### src/sv/sbl_pkg.sv
// Types and constants shared by the stack blur line filter.
package sbl_pkg;

   localparam int CHAN_W  = 8;
   localparam int PIXEL_W = 4 * CHAN_W;
   localparam int WSUM_W  = 24;
   localparam int HSUM_W  = 16;
   localparam int MULT_W  = 16;
   localparam int SHIFT_W = 5;
   localparam int RAD_W   = 8;
   localparam int RSQ_W   = 16;
   localparam int LPOS_W  = 9;
   localparam int CSR_IDX_W  = 2;
   localparam int CSR_DATA_W = 16;

   localparam logic [CSR_IDX_W-1:0] CSR_RADIUS = 2'd0;
   localparam logic [CSR_IDX_W-1:0] CSR_MULT   = 2'd1;
   localparam logic [CSR_IDX_W-1:0] CSR_SHIFT  = 2'd2;

   localparam logic [RAD_W-1:0]   RADIUS_RESET = 8'd1;
   localparam logic [MULT_W-1:0]  MULT_RESET   = 16'd512;
   localparam logic [SHIFT_W-1:0] SHIFT_RESET  = 5'd11;

   typedef enum logic [2:0] {
      ST_IDLE,
      ST_UPD,
      ST_FILL,
      ST_MUL,
      ST_DONE
   } state_type;

   typedef struct packed {
      logic upd;
      logic start;
      logic mul;
   } lane_ctl_type;

endpackage

### src/sv/sbl_lane.sv
// One color channel lane: running sums and output scaling.
module sbl_lane (
   input  logic                         clock,
   input  logic                         reset,
   input  sbl_pkg::lane_ctl_type        ctl,
   input  logic [sbl_pkg::CHAN_W-1:0]   in_chan,
   input  logic [sbl_pkg::CHAN_W-1:0]   old_chan,
   input  logic [sbl_pkg::CHAN_W-1:0]   ctr_chan,
   input  logic [sbl_pkg::RAD_W-1:0]    radius,
   input  logic [sbl_pkg::RSQ_W-1:0]    radius_sq,
   input  logic [sbl_pkg::MULT_W-1:0]   mult,
   input  logic [sbl_pkg::SHIFT_W-1:0]  shift,
   output logic [sbl_pkg::CHAN_W-1:0]   result
);
   import sbl_pkg::*;

   logic [WSUM_W-1:0] wsum_ff, wsum_in;
   logic [HSUM_W-1:0] isum_ff, isum_in;
   logic [HSUM_W-1:0] osum_ff, osum_in;
   logic [CHAN_W-1:0] res_ff, res_in;
   logic [WSUM_W+MULT_W-1:0] prod;
   logic [31:0] prod_lo;

   always_comb begin
      wsum_in = wsum_ff;
      isum_in = isum_ff;
      osum_in = osum_ff;
      if (ctl.upd) begin
         if (ctl.start) begin
            wsum_in = WSUM_W'(in_chan) * WSUM_W'(radius_sq);
            osum_in = HSUM_W'(in_chan) * (HSUM_W'(radius) + HSUM_W'(1));
            isum_in = HSUM_W'(in_chan) * HSUM_W'(radius);
         end else begin
            wsum_in = wsum_ff - WSUM_W'(osum_ff) + WSUM_W'(isum_ff) + WSUM_W'(in_chan);
            osum_in = osum_ff - HSUM_W'(old_chan) + HSUM_W'(ctr_chan);
            isum_in = isum_ff - HSUM_W'(ctr_chan) + HSUM_W'(in_chan);
         end
      end
      prod    = wsum_ff * mult;
      prod_lo = prod[31:0];
      res_in  = ctl.mul ? CHAN_W'(prod_lo >> shift) : res_ff;
   end

   always_ff @(posedge clock) begin
      if (reset) begin
         wsum_ff <= '0;
         isum_ff <= '0;
         osum_ff <= '0;
      end else begin
         wsum_ff <= wsum_in;
         isum_ff <= isum_in;
         osum_ff <= osum_in;
      end
      res_ff <= res_in;
   end

   assign result = res_ff;

endmodule

### config.mk
export PLATFORM = sky130hd
export DESIGN_NAME = sbl_lane
export DESIGN_NICKNAME = d
export VERILOG_FILES = /design/src/sv/sbl_pkg.sv /design/src/sv/sbl_lane.sv
export SDC_FILE = /design/constraint.sdc
export NUM_CORES = 2
export LEC_CHECK = 0
export BUFFER_PORTS_ARGS = -buffer_cell sky130_fd_sc_hd__buf_2
export CAP_MARGIN = 20
export CORE_MARGIN = 2
export CORE_UTILIZATION = 44
export CTS_BUF_LIST = sky130_fd_sc_hd__clkbuf_8
export DETAILED_ROUTE_END_ITERATION = 12
export GPL_TIMING_DRIVEN = 0
export SETUP_SLACK_MARGIN = 0.4
export SYNTH_ARGS = -nofsm -noshare
export SYNTH_HDL_FRONTEND = slang
export SYNTH_SLANG_ARGS = --single-unit
### constraint.sdc
create_clock -name clock -period 8.4 [get_ports clock]
set_input_delay 1.26 -clock clock [delete_from_list [all_inputs] [get_ports clock]]
set_output_delay 1.26 -clock clock [all_outputs]
set_load 0.02 [all_outputs]
==> qor.yml <==
status: "finished, final reports clean"
synthTopCellsByArea: "fa_1 37%, ha_1 13%, inv_1 7.9%"
top_layer_used: "met5"
cp_num_buf_inv: 4
cts_tree: "built"
finalCritPeriodShare_pct: 92.9
cp_cell_sequence: "buf_2, clkbuf_2, and2_1, fa_1, inv_1, fa_1, fa_1, fa_1, fa_1, fa_1, inv_1, ha_1, or3_1, a21oi_4, o22ai_1, or3_1, o221ai_2, o21ai_2, xnor2_2, mux2_4, mux2i_4, a211oi_1, a2111o_1"
rows: 89
synth_nets: 3930
cts_num_sinks: 64
skew_ns: 0.0255
cts_max_level: 3
slowest_stage: "fa_1"
cts_setup_buffers: 0
async_flop_share_pct: 0
avgRoutedWirePerCell_um: 19.8
dieArea_um2: 61300
grt_pass1_vias: 23800
min_path_type: "reg2reg"
layout_min_cycle_time_ns: 7.81
nets: 4013
yosys_register_bits: 64
end_kind: "register"
clock_tree.root_cell: "clkbuf_8"
synth_most_common_cell: "inv_1"
r2r_start: "wsum_ff[12]"
start_util_pct: 44.3
yosysWarnings: 0
place_hpwl_mm: 66.0
fmax_mhz: 128
hold_violations: 0
synth_edf_count: 8
finalMaxSlewViolations: 0
min_from: "isum_ff[10]"
setup_violations: 0
cp-startpoint: "mult[3]"
drc: 0
clock_latency_ns: 0.43
core_um2: 58900
yosysTopAreaCell: "fa_1"
wl_met2_mm: 36.3
wl_met1_mm: 35.0
syn_inst: 3112
yosysTopAreaCellShare_pct: 36.9
wl_met3_mm: 4.78
gr-usage-all-layers_pct: 27.1
clockBufferDepth: 2
synthFlopType: "dfxtp_1"
port-buffer-count: 72
drt_iter0_markers: 1354
crit_arrival_ns: 7.97
fp.dieW_um: 248
drt_pass1_iterations: 5
holdBufCountCts: 0
slowest_delay_ns: 0.59
via_per_inst: 5.52
grt_pass1_wl_mm: 129
gr-total-overflow: 0
rsz0062_at_grt: "false"
route.vias.total: 22000
antenna_found_initial: 4
grt_max_degree: 13
crit_type: "in2reg"
fp.dieH_um: 248
routed_wl_mm: 78.8
slew_headroom_pct: 40.3
worstPathRequired_ns: 8.56
pin_count: 82
syn_to_final_growth_pct: 6.21
worst_pin_slew_ns: 0.895
ant_nets: 0
synth_common_cells: "547 x inv_1, 481 x fa_1, 426 x nand2_1"
syn_area_um2: 26100
final_util_pct: 47.1
yosysUniqueCellTypes: 81
drv_cap: 0
timing.critical_path.from_type: "input port"
critPathTopFamily: "adder cells"
worstPathMaxFanout: 10
avgSynthCellArea_um2: 8.39
ys_seq_area_share_pct: 5.21
drive_gt1_share_pct: 5.09
cts_buffers: 9
clkTransAtPathRegs_ns: 0.09
place_congestion: 0.915
cp_common_cell: "fa_1"
==> layout make-up <==
type                            instances  area [µm²]
Fill cell                            5805       31200
Multi-Input combinational cell       2347       22200
Inverter                              550        2060
Sequential cell                        64        1360
Tap cell                              773         967
Buffer                                151         607
Timing Repair Buffer                   72         360
Clock buffer                           10         138
Clock inverter                          6        67.6
Antenna cell                            1        2.50
==> sequential cells by signal, summed over array words and instances (netlist names) <==
register	flops
osum_ff	16
wsum_ff	24
isum_ff	16
result	8
==> worst min-delay path, cell delays in order, from the launching register on <==
cell     delay, ns
dfxtp_1       0.33
nor2_1        0.09
nor3_1        0.05
==> kinds of logic after synthesis <==
logic type	count (synthesis)	synth area share [%]
compound gates	430	11.0
mux	33	1.47
simple gates	1015	18.6
flops	64	5.21
fa+ha+maj	744	49.5
xor+xnor	125	4.19
buf+inv	701	10.1
==> layout by cell type, fill, tap and decap left out, types with 9 or more instances in the layout <==
cell type,count
inv_1,547
fa_1,481
nand2_1,426
and2_1,283
ha_1,263
nor2_1,147
a21oi_1,116
clkbuf_1,108
o21ai_0,90
xnor2_1,87
buf_2,77
dfxtp_1,56
a211oi_1,42
nor3_1,39
xor2_1,36
nand3_1,33
a21o_1,32
clkbuf_2,24
nor2b_1,21
mux2i_1,19
o21a_1,18
o211ai_1,18
nand2b_1,16
or3_1,16
buf_1,13
a31oi_1,11
clkbuf_8,10
o21bai_1,9
nand4_1,9
mux2_2,9
==> layer usage <==
layer / vias to the layer above / track usage (%)
met4: 4 / 9.07
met5: - / 0
met1: 11200 / 36.8
met2: 686 / 44.3
met3: 147 / 4.12
li1: 9918 / -
==> metrics by stage <==
stage                     hold slack [ns]  TNS, ns  cell area, µm²  worst slack (ns)  cells
after global placement              0.491   -0.316           27500            -0.130   3957
after floorplan                     0.469        0           26100             0.936   3112
after global routing                0.543        0           27700             0.427   3973
after CTS                           0.511        0           27700             0.408   3973
final                               0.508        0           27700             0.595   3974
after detailed placement            0.500   -0.551           27500            -0.179   3957
==> path summary, 6_finish.rpt <==
path                            depth (start not counted)  slack [ns]           to
worst max register to register                         21        0.65    result[0]
worst min register to register                          2        0.51  isum_ff[10]
worst min-delay path                                    2        0.51  isum_ff[10]
worst max-delay path                                   23        0.59    result[0]
==> what timing repair did <==
item,in CTS,in global routing
resized for setup,3,63
cloned,0,0
setup endpoints to repair,4,8
Power is left out: the tool's default activity adds up to more than one toggle a clock period on the data nets, which glitch-free logic cannot reach.
